$ cat src/rtl/otb_pkg.sv
// otb_pkg: shared types, constants and helpers of the one-shot timer bank
// used by otb_seq, one_shot_timer_bank_unit, otb_checker and tb; depends on nothing
package otb_pkg;

  localparam int NUM_SLOTS   = 16;
  localparam int COUNT_WIDTH = 32;

  localparam int CMD_W      = 3;
  localparam int SLOT_OUT_W = 4;
  localparam int DUR_W      = 32;
  localparam int REM_W      = 32;

  // slot index and scan counter widths
  localparam int SLOT_W = (NUM_SLOTS > 1) ? $clog2(NUM_SLOTS) : 1;
  localparam int CNT_W  = SLOT_W + 1;

  localparam logic [CMD_W-1:0] CMD_TICK    = 3'd0;
  localparam logic [CMD_W-1:0] CMD_START   = 3'd1;
  localparam logic [CMD_W-1:0] CMD_QUERY   = 3'd2;
  localparam logic [CMD_W-1:0] CMD_CLAIM   = 3'd3;
  localparam logic [CMD_W-1:0] CMD_RELEASE = 3'd4;

  localparam logic KIND_ACK    = 1'b0;
  localparam logic KIND_EXPIRY = 1'b1;

  localparam logic [COUNT_WIDTH-1:0] COUNT_MAX = '1;

  typedef logic [COUNT_WIDTH-1:0] count_t;
  typedef logic [SLOT_W-1:0]      slot_idx_t;

  typedef struct packed {
    logic [CMD_W-1:0]      cmd;
    logic [SLOT_OUT_W-1:0] slot_id;
    logic [DUR_W-1:0]      duration_ms;
  } in_item_t;

  typedef struct packed {
    logic                  kind;
    logic [SLOT_OUT_W-1:0] slot_out;
    logic                  ok;
    logic [REM_W-1:0]      left_ticks;
    logic                  last;
  } out_item_t;

  // one result handed from the sequencer to the output register
  typedef struct packed {
    logic      vld;
    out_item_t res;
  } push_t;

  // count memory request
  typedef struct packed {
    logic      we;
    slot_idx_t waddr;
    count_t    wdata;
    logic      re;
    slot_idx_t raddr;
  } ram_req_t;

  // clamp a requested duration to the count width
  function automatic count_t sat_count(logic [DUR_W-1:0] d);
    logic [63:0] wide;
    wide = 64'(d);
    if (COUNT_WIDTH >= DUR_W) begin
      return COUNT_WIDTH'(d);
    end else if (wide > 64'(COUNT_MAX)) begin
      return COUNT_MAX;
    end else begin
      return COUNT_WIDTH'(d);
    end
  endfunction

  function automatic logic [SLOT_OUT_W-1:0] to_slot_out(slot_idx_t s);
    return SLOT_OUT_W'(s);
  endfunction

  function automatic slot_idx_t to_slot_idx(logic [SLOT_OUT_W-1:0] s);
    return SLOT_W'(s);
  endfunction

  function automatic logic [REM_W-1:0] to_rem(count_t c);
    return REM_W'(c);
  endfunction

endpackage

$ cat src/rtl/otb_ram.sv
// otb_ram: generic one-write one-read memory with registered read data
// standalone, no package dependency
module otb_ram #(
  parameter int DEPTH = 16,
  parameter int WIDTH = 32
) (
  input  logic                                       clk_i,
  input  logic                                       we_i,
  input  logic [((DEPTH > 1) ? $clog2(DEPTH) : 1)-1:0] waddr_i,
  input  logic [WIDTH-1:0]                           wdata_i,
  input  logic                                       re_i,
  input  logic [((DEPTH > 1) ? $clog2(DEPTH) : 1)-1:0] raddr_i,
  output logic [WIDTH-1:0]                           rdata_o
);

  logic [WIDTH-1:0] mem [DEPTH];
  logic [WIDTH-1:0] rdata_q;

  always_ff @(posedge clk_i) begin
    if (we_i) begin
      mem[waddr_i] <= wdata_i;
    end
  end

  // read data holds until the next read
  always_ff @(posedge clk_i) begin
    if (re_i) begin
      rdata_q <= mem[raddr_i];
    end
  end

  assign rdata_o = rdata_q;

endmodule

$ cat src/rtl/otb_seq.sv
// otb_seq: command sequencer and tick scanner of the one-shot timer bank
// depends on otb_pkg; drives the count memory and the output register
module otb_seq (
  input  logic              clk_i,
  input  logic              rst_ni,
  input  logic              in_valid_i,
  input  otb_pkg::in_item_t in_data_i,
  output logic              in_stall_o,
  input  logic              push_ok_i,
  output otb_pkg::push_t    push_o,
  output otb_pkg::ram_req_t ram_o,
  input  otb_pkg::count_t   ram_rdata_i
);

  localparam int SlotW = otb_pkg::SLOT_W;
  localparam int CntW  = otb_pkg::CNT_W;

  localparam logic [1:0] ST_IDLE = 2'd0;
  localparam logic [1:0] ST_CMD  = 2'd1;
  localparam logic [1:0] ST_TICK = 2'd2;

  logic [1:0]                     state_q, state_d;
  otb_pkg::in_item_t              req_q, req_d;
  logic [otb_pkg::NUM_SLOTS-1:0]  act_q, act_d;
  logic [otb_pkg::NUM_SLOTS-1:0]  use_q, use_d;
  logic [CntW-1:0]                rd_idx_q, rd_idx_d;
  logic                           s2_vld_q, s2_vld_d;
  logic [SlotW-1:0]               s2_idx_q, s2_idx_d;
  logic                           pend_vld_q, pend_vld_d;
  logic [SlotW-1:0]               pend_idx_q, pend_idx_d;

  logic [SlotW-1:0] sidx;
  logic             sid_ok;
  otb_pkg::count_t  cnt_nxt;
  logic             expire;
  logic             scan_stall;
  logic             scan_done;

  assign in_stall_o = (state_q != ST_IDLE);
  assign sidx       = otb_pkg::to_slot_idx(req_q.slot_id);
  assign sid_ok     = (int'(req_q.slot_id) < otb_pkg::NUM_SLOTS);
  assign cnt_nxt    = (ram_rdata_i == '0) ? '0 :
                      otb_pkg::COUNT_WIDTH'(ram_rdata_i - otb_pkg::COUNT_WIDTH'(1));
  assign expire     = s2_vld_q && act_q[s2_idx_q] && (cnt_nxt == '0);
  assign scan_stall = expire && pend_vld_q && !push_ok_i;
  assign scan_done  = (rd_idx_q == CntW'(otb_pkg::NUM_SLOTS)) && !s2_vld_q;

  always_comb begin
    state_d    = state_q;
    req_d      = req_q;
    act_d      = act_q;
    use_d      = use_q;
    rd_idx_d   = rd_idx_q;
    s2_vld_d   = s2_vld_q;
    s2_idx_d   = s2_idx_q;
    pend_vld_d = pend_vld_q;
    pend_idx_d = pend_idx_q;
    push_o     = '0;
    ram_o      = '0;

    unique case (state_q)
      ST_IDLE: begin
        if (in_valid_i) begin
          req_d       = in_data_i;
          ram_o.re    = 1'b1;
          ram_o.raddr = otb_pkg::to_slot_idx(in_data_i.slot_id);
          if (in_data_i.cmd == otb_pkg::CMD_TICK) begin
            state_d    = ST_TICK;
            rd_idx_d   = '0;
            s2_vld_d   = 1'b0;
            pend_vld_d = 1'b0;
          end else begin
            state_d = ST_CMD;
          end
        end
      end

      ST_CMD: begin
        if (push_ok_i) begin
          push_o.vld            = 1'b1;
          push_o.res.kind       = otb_pkg::KIND_ACK;
          push_o.res.slot_out   = req_q.slot_id;
          push_o.res.ok         = 1'b0;
          push_o.res.left_ticks = '0;
          push_o.res.last       = 1'b1;
          if (sid_ok) begin
            unique case (req_q.cmd)
              otb_pkg::CMD_START: begin
                if (req_q.duration_ms == '0) begin
                  act_d[sidx]   = 1'b0;
                  push_o.res.ok = 1'b1;
                end else if (use_q[sidx]) begin
                  ram_o.we      = 1'b1;
                  ram_o.waddr   = sidx;
                  ram_o.wdata   = otb_pkg::sat_count(req_q.duration_ms);
                  act_d[sidx]   = 1'b1;
                  push_o.res.ok = 1'b1;
                end
              end
              otb_pkg::CMD_QUERY: begin
                push_o.res.ok = 1'b1;
                if (act_q[sidx]) begin
                  push_o.res.left_ticks = otb_pkg::to_rem(ram_rdata_i);
                end
              end
              otb_pkg::CMD_CLAIM: begin
                if (!use_q[sidx]) begin
                  use_d[sidx]   = 1'b1;
                  act_d[sidx]   = 1'b0;
                  push_o.res.ok = 1'b1;
                end
              end
              otb_pkg::CMD_RELEASE: begin
                if (use_q[sidx]) begin
                  use_d[sidx]   = 1'b0;
                  act_d[sidx]   = 1'b0;
                  push_o.res.ok = 1'b1;
                end
              end
              default: begin
              end
            endcase
          end
          state_d = ST_IDLE;
        end
      end

      ST_TICK: begin
        if (scan_done) begin
          // flush the held expiry as the last result
          if (pend_vld_q) begin
            if (push_ok_i) begin
              push_o.vld            = 1'b1;
              push_o.res.kind       = otb_pkg::KIND_EXPIRY;
              push_o.res.slot_out   = otb_pkg::to_slot_out(pend_idx_q);
              push_o.res.ok         = 1'b1;
              push_o.res.left_ticks = '0;
              push_o.res.last       = 1'b1;
              pend_vld_d            = 1'b0;
              state_d               = ST_IDLE;
            end
          end else begin
            state_d = ST_IDLE;
          end
        end else if (!scan_stall) begin
          if (rd_idx_q < CntW'(otb_pkg::NUM_SLOTS)) begin
            ram_o.re    = 1'b1;
            ram_o.raddr = rd_idx_q[SlotW-1:0];
            rd_idx_d    = CntW'(rd_idx_q + CntW'(1));
            s2_vld_d    = 1'b1;
            s2_idx_d    = rd_idx_q[SlotW-1:0];
          end else begin
            s2_vld_d = 1'b0;
          end
          if (s2_vld_q && act_q[s2_idx_q]) begin
            ram_o.we    = 1'b1;
            ram_o.waddr = s2_idx_q;
            ram_o.wdata = cnt_nxt;
            if (expire) begin
              act_d[s2_idx_q] = 1'b0;
              if (pend_vld_q) begin
                push_o.vld            = 1'b1;
                push_o.res.kind       = otb_pkg::KIND_EXPIRY;
                push_o.res.slot_out   = otb_pkg::to_slot_out(pend_idx_q);
                push_o.res.ok         = 1'b1;
                push_o.res.left_ticks = '0;
                push_o.res.last       = 1'b0;
              end
              pend_vld_d = 1'b1;
              pend_idx_d = s2_idx_q;
            end
          end
        end
      end

      default: begin
        state_d = ST_IDLE;
      end
    endcase
  end

  always_ff @(posedge clk_i or negedge rst_ni) begin
    if (!rst_ni) begin
      state_q    <= ST_IDLE;
      act_q      <= '0;
      use_q      <= '0;
      rd_idx_q   <= '0;
      s2_vld_q   <= 1'b0;
      pend_vld_q <= 1'b0;
    end else begin
      state_q    <= state_d;
      act_q      <= act_d;
      use_q      <= use_d;
      rd_idx_q   <= rd_idx_d;
      s2_vld_q   <= s2_vld_d;
      pend_vld_q <= pend_vld_d;
    end
  end

  always_ff @(posedge clk_i) begin
    req_q      <= req_d;
    s2_idx_q   <= s2_idx_d;
    pend_idx_q <= pend_idx_d;
  end

endmodule

$ cat src/rtl/one_shot_timer_bank_unit.sv
// one_shot_timer_bank_unit: top level of the one-shot timer bank
// depends on otb_pkg, otb_ram and otb_seq
//
//   channel  direction  payload              handshake
//   in       input      otb_pkg::in_item_t   in_valid_i / in_stall_o
//   out      output     otb_pkg::out_item_t  out_valid_o / out_stall_i
//
// a non-tick request is accepted together with its count read, then its ack is pushed
// a tick request is accepted, then the scan reads each slot from the count
// memory, writes back each active count and flushes any held expiry last
// reset clears the active and in-use flags; the count memory is not cleared
// since a count is only used for an active slot, which was always loaded
// a stalled output holds the result register; the sequencer waits to push
module one_shot_timer_bank_unit (
  input  logic               clk_i,
  input  logic               rst_ni,
  input  logic               in_valid_i,
  input  otb_pkg::in_item_t  in_data_i,
  output logic               in_stall_o,
  output logic               out_valid_o,
  output otb_pkg::out_item_t out_data_o,
  input  logic               out_stall_i
);

  otb_pkg::push_t     push;
  otb_pkg::ram_req_t  ram_req;
  otb_pkg::count_t    ram_rdata;
  logic               push_ok;
  logic               out_valid_q, out_valid_d;
  otb_pkg::out_item_t out_q;

  // sequencer: decodes requests, scans slots on a tick, owns the flags
  otb_seq u_seq (
    .clk_i       (clk_i),
    .rst_ni      (rst_ni),
    .in_valid_i  (in_valid_i),
    .in_data_i   (in_data_i),
    .in_stall_o  (in_stall_o),
    .push_ok_i   (push_ok),
    .push_o      (push),
    .ram_o       (ram_req),
    .ram_rdata_i (ram_rdata)
  );

  // remaining count per slot
  otb_ram #(
    .DEPTH (otb_pkg::NUM_SLOTS),
    .WIDTH (otb_pkg::COUNT_WIDTH)
  ) u_cnt_ram (
    .clk_i   (clk_i),
    .we_i    (ram_req.we),
    .waddr_i (ram_req.waddr),
    .wdata_i (ram_req.wdata),
    .re_i    (ram_req.re),
    .raddr_i (ram_req.raddr),
    .rdata_o (ram_rdata)
  );

  // output register: takes a new result when empty or being drained
  assign push_ok = !out_valid_q || !out_stall_i;

  always_comb begin
    out_valid_d = out_valid_q;
    if (push.vld) begin
      out_valid_d = 1'b1;
    end else if (!out_stall_i) begin
      out_valid_d = 1'b0;
    end
  end

  always_ff @(posedge clk_i or negedge rst_ni) begin
    if (!rst_ni) begin
      out_valid_q <= 1'b0;
    end else begin
      out_valid_q <= out_valid_d;
    end
  end

  always_ff @(posedge clk_i) begin
    if (push.vld) begin
      out_q <= push.res;
    end
  end

  assign out_valid_o = out_valid_q;
  assign out_data_o  = out_q;

`ifndef SYNTHESIS
  // the sequencer never overwrites a result that is still waiting
  assert property (@(posedge clk_i) disable iff (!rst_ni) push.vld |-> push_ok)
    else $error("result pushed into a full output register");

  // an accepted request keeps the block busy in the next cycle
  assert property (@(posedge clk_i) disable iff (!rst_ni)
                   (in_valid_i && !in_stall_o) |=> in_stall_o)
    else $error("block idle right after accepting a request");

  // a count write always comes from a busy block
  assert property (@(posedge clk_i) disable iff (!rst_ni) ram_req.we |-> in_stall_o)
    else $error("count memory written while idle");
`endif

endmodule

$ cat config.mk
export PLATFORM = sky130hd
export DESIGN_NAME = one_shot_timer_bank_unit
export DESIGN_NICKNAME = d
export VERILOG_FILES = /design/src/rtl/otb_pkg.sv /design/src/rtl/otb_ram.sv /design/src/rtl/otb_seq.sv /design/src/rtl/one_shot_timer_bank_unit.sv
export SDC_FILE = /design/constraint.sdc
export NUM_CORES = 1
export LEC_CHECK = 0
export BUFFER_PORTS_ARGS = -buffer_cell sky130_fd_sc_hd__buf_2
export CELL_PAD_IN_SITES_DETAIL_PLACEMENT = 0
export CELL_PAD_IN_SITES_GLOBAL_PLACEMENT = 1
export CORE_AREA = 2 2 240 242
export DETAILED_ROUTE_END_ITERATION = 16
export DIE_AREA = 0 0 242 244
export GPL_ROUTABILITY_DRIVEN = 0
export PLACE_DENSITY_LB_ADDON = 0.1
export SLEW_MARGIN = 20
export SYNTH_ARGS = -nofsm -noshare
export SYNTH_HDL_FRONTEND = slang
export SYNTH_SLANG_ARGS = --single-unit
$ cat constraint.sdc
create_clock -name clk_i -period 7.8 [get_ports clk_i]
set_input_delay 0.78 -clock clk_i [delete_from_list [all_inputs] [get_ports clk_i]]
set_output_delay 0.78 -clock clk_i [all_outputs]
set_load 0.05 [all_outputs]
==> qor.txt <==
=======================================================================================
Number of port buffers                                                               83
Int Pwr                                                                         6820 uW
# H-tree levels                                                                       3
Final worst path period share                                                     79.6%
Largest fanout on the critical path                                                  19
Post-synthesis instance area                                               0.0290 sq mm
Sum of negative setup slack                                                        0 ps
Core outline area                                                          0.0562 sq mm
Cell taking the most area after synthesis                                  sky130_fd_sc_hd__edfxtp_1
Area share of and/or/nand/nor cells after synthesis                               10.6%
Adder-cell area share of the yosys netlist                                       0.302%
Maximum clock path buffer count                                                       3
Top cell type's share of synthesized area                                         65.3%
Result of the run                                                          finished, final reports clean
Complex-gate fraction of the synthesized area                                     14.7%
Final worst clock skew                                                          14.9 ps
CTS tree                                                                          built
Synthesis Warnings                                                                    0
Post-synthesis cell count                                                          2100
Num ports                                                                            84
Clock Power Share                                                                 34.8%
Setup crit end kind                                                           flip-flop
Combinational fraction of design power                                            19.0%
Area of the multi-input gates                                              0.00840 sq mm
Number of detailed-route iterations in the first pass                                 6
Number of remaining DRC errors                                                        0
Part of the Yosys area used for sequential elements                               68.9%
Smallest hold slack                                                              178 ps
Final Hold Viols                                                                      0
Crit path from                                                             u_cnt_ram.rdata_o[7]
Total power of the final layout                                                 9820 uW
Overall global routing resource usage                                             27.3%
Most common library cell in the layout ignoring fill and taps              sky130_fd_sc_hd__edfxtp_1
Net Sw Frac                                                                       30.5%
Number of register bits inferred by synthesis                                       672
Number of nets with antenna violations after detailed routing                         0
Average footprint of a synthesized cell                                      13.8 sq um
Area share of xor/xnor cells in the synthesized design                           0.756%
Count of cell types in the netlist                                                   77
Arrival time at the worst endpoint                                              6510 ps
Signed area change from the synthesized netlist to the final layout               13.5%
Number of max-slew violations in the final report                                     0
Number of hold buffers added after cts                                                0
Standby leakage power                                                         0.0117 uW
Critical path required time                                                     8090 ps
Class of the most critical setup path                                        reg -> reg
Clk Latency, worst-skew pair                                                     610 ps
Share of power burned in registers                                                46.1%
Maximum frequency from static timing analysis                                   161 MHz
Number of maximum-capacitance constraint violations                                   0
Post-cts gate resize count                                                            0
Total number of clock tree sinks                                                    672
Power dissipated by switching net loads                                         3000 uW
Number of post-CTS setup repair buffers                                               0
Antenna cells                                                                         0
Synthesized netlist net count                                                      2150
Total CTS buffers                                                                    73
Transition at the pin with the smallest max-transition slack                    1170 ps
Type of origin of the critical path                                           flip-flop
DP Area                                                                    0.0304 sq mm
Top cells by area, synth                                                   sky130_fd_sc_hd__edfxtp_1, sky130_fd_sc_hd__dfrtp_1, sky130_fd_sc_hd__nand2_1
Final Core Density                                                                58.5%
Grt total ovfl                                                                        0
Combined flip-flop and latch cell area                                     0.0200 sq mm
Routed length per instance                                                      27.4 um
Number of enable flip-flop cells after synthesis                                    630
Average via count per standard cell                                                6.42
Most used cells in the layout excluding fill and tap cells                 sky130_fd_sc_hd__edfxtp_1, sky130_fd_sc_hd__nand2_1, sky130_fd_sc_hd__a21oi_1
Combinational family with the most area after synthesis                    compound AO/OA/AOI/OAI gates
CTS clk-pin slew, worst paths                                                     70 ps
Proportion of layout cells with a drive suffix above 1                            15.3%
Via count                                                                         19000
Min Clock Period, post-route                                                    6210 ps
IR drop worst, VDD                                                           0.000200 V
Slew headroom                                                                     21.0%
Standard-cell row count                                                              87
Most instantiated flip-flop cell in the synthesis netlist                  sky130_fd_sc_hd__edfxtp_1
Starting density of the core                                                      51.6%
Final routed wirelength across all metal layers                                 81.0 mm
Overall die width                                                                242 um
Filler Cell Count                                                                  4460
R2R Path Start                                                             u_cnt_ram.rdata_o[7]
NumNets Final                                                                      2198
Via count of the first global-routing pass                                        18400
Detailed Place HPWL                                                             49.1 mm
Antenna violations before repair                                                      1
Post-layout instance area                                                  0.0329 sq mm
Overall die height                                                               244 um
First-pass GRT wire length                                                       121 mm
Pin count of the biggest net entering global routing                                100
Number of violations reported at the end of detailed-routing iteration 0           2235
Overall die area                                                           0.0590 sq mm
Proportion of synthesized area in mux cells                                       1.86%
Worst hold path type                                                        in -> async
Clock root cell                                                            sky130_fd_sc_hd__clkbuf_16
Finish-stage setup viols                                                              0
Power density over cell area                                                299 mW/mm^2
Async set-or-reset flop fraction in the synthesized netlist                       6.25%
Setup repair after global routing missed its margin                                  no
=======================================================================================
-- power groups by stage --
stage | Sequential [uW] | Combinational (uW) | Clock, uW
after floorplan | 4560 | 1180 | 0
after global placement | 4590 | 1820 | 0
after detailed placement | 4590 | 1850 | 0
after CTS | 4520 | 1850 | 3470
after global routing | 4550 | 2000 | 3610
final | 4530 | 1870 | 3420
-- through the flow --
stage | setup WS [ps] | std cells
final | 1590 | 2962
after detailed placement | 1710 | 2824
after floorplan | 2340 | 2100
after CTS | 1700 | 2957
after global placement | 1750 | 2814
after global routing | 1290 | 2962
-- kinds of logic (layout without fill, tap and decap cells) --
logic type,after synthesis,in the layout
buffers and inverters,185,291
adder cells (fa/ha/maj),7,7
AND/OR/NAND/NOR,621,621
flip-flops,672,672
multiplexers,33,33
XOR/XNOR,25,25
AO/OA/AOI/OAI,557,557
-- cell usage after synthesis, drive strengths merged, types with 6 or more instances --
cell type and number:
nand4 15, xnor2 9, nand3 43, o32ai 32, a221o 32, a21oi 108
dfrtp 42, mux2 17, nor2b 56, a22oi 22, nor2 99, or2 6
a22o 21, ha 7, and3 8, xor2 16, a221oi 32, nor4b 8
a31oi 6, or3 6, a32o 6, inv 16, clkbuf 107, o211a 64
a32oi 45, nand2b 7, o311ai 32, edfxtp 630, nor3 14, mux4 15
nor4 24, nand2 255, buf 62, and2 53, a211oi 66, o21ai 67
-- registers in the layout, summed over array words and instances (netlist names), named ones only --
register           count
u_seq.rd_idx_q         5
u_seq.pend_vld_q       1
u_seq.sidx             4
u_seq.req_q           35
out_data_o            39
u_seq.s2_idx_q         4
u_seq.s2_vld_q         1
u_cnt_ram.rdata_o     32
u_cnt_ram.mem        512
u_seq.pend_idx_q       4
out_valid_o            1
u_seq.state_q          2
-- worst paths after layout --
kind / endpoint / slack [ps] / cells past startpoint
min reg2reg: flip-flop / 510 / 1
max in group asynchronous: out_valid_o / 7240 / 1
min in group clk_i: u_seq.req_q[26] / 350 / 1
max reg2reg: u_cnt_ram.mem[14][8] / 1590 / 12
min: async pin / 180 / 1
max: u_cnt_ram.mem[14][8] / 1590 / 12
-- critical path: stages (launching register included) --
cell and delay [ps]:
sky130_fd_sc_hd__edfxtp_1 620, sky130_fd_sc_hd__nor4_1 790, sky130_fd_sc_hd__and4_1 510, sky130_fd_sc_hd__nand4b_1 220
sky130_fd_sc_hd__or3_1 410, sky130_fd_sc_hd__o211ai_1 140, sky130_fd_sc_hd__nor4_2 100, sky130_fd_sc_hd__o21a_2 250
sky130_fd_sc_hd__a21oi_1 830, sky130_fd_sc_hd__a22oi_1 350, sky130_fd_sc_hd__nand3b_1 490, sky130_fd_sc_hd__nor2_4 770
sky130_fd_sc_hd__buf_4 380
-- cell type report --
| class | count | share of cell area (%) |
|---|---|---|
| inverter | 16 | 0.183 |
| multi-input combinational | 1243 | 25.5 |
| timing repair buffer | 142 | 3.51 |
| clock buffer | 85 | 5.82 |
| clock inverter | 48 | 1.32 |
| tap | 756 | 2.88 |
| sequential | 672 | 60.7 |
-- metal layers --
layer | up-vias | GRT usage [%] | part of all wire, %
met5 | - | 0 | 0
met4 | 0 | 7.81 | 2.4
met3 | 144 | 4.19 | 8.5
met2 | 993 | 40.7 | 44
met1 | 9521 | 41.7 | 45
li1 | 8359 | - | -
Power figures use the tool's default switching activity.
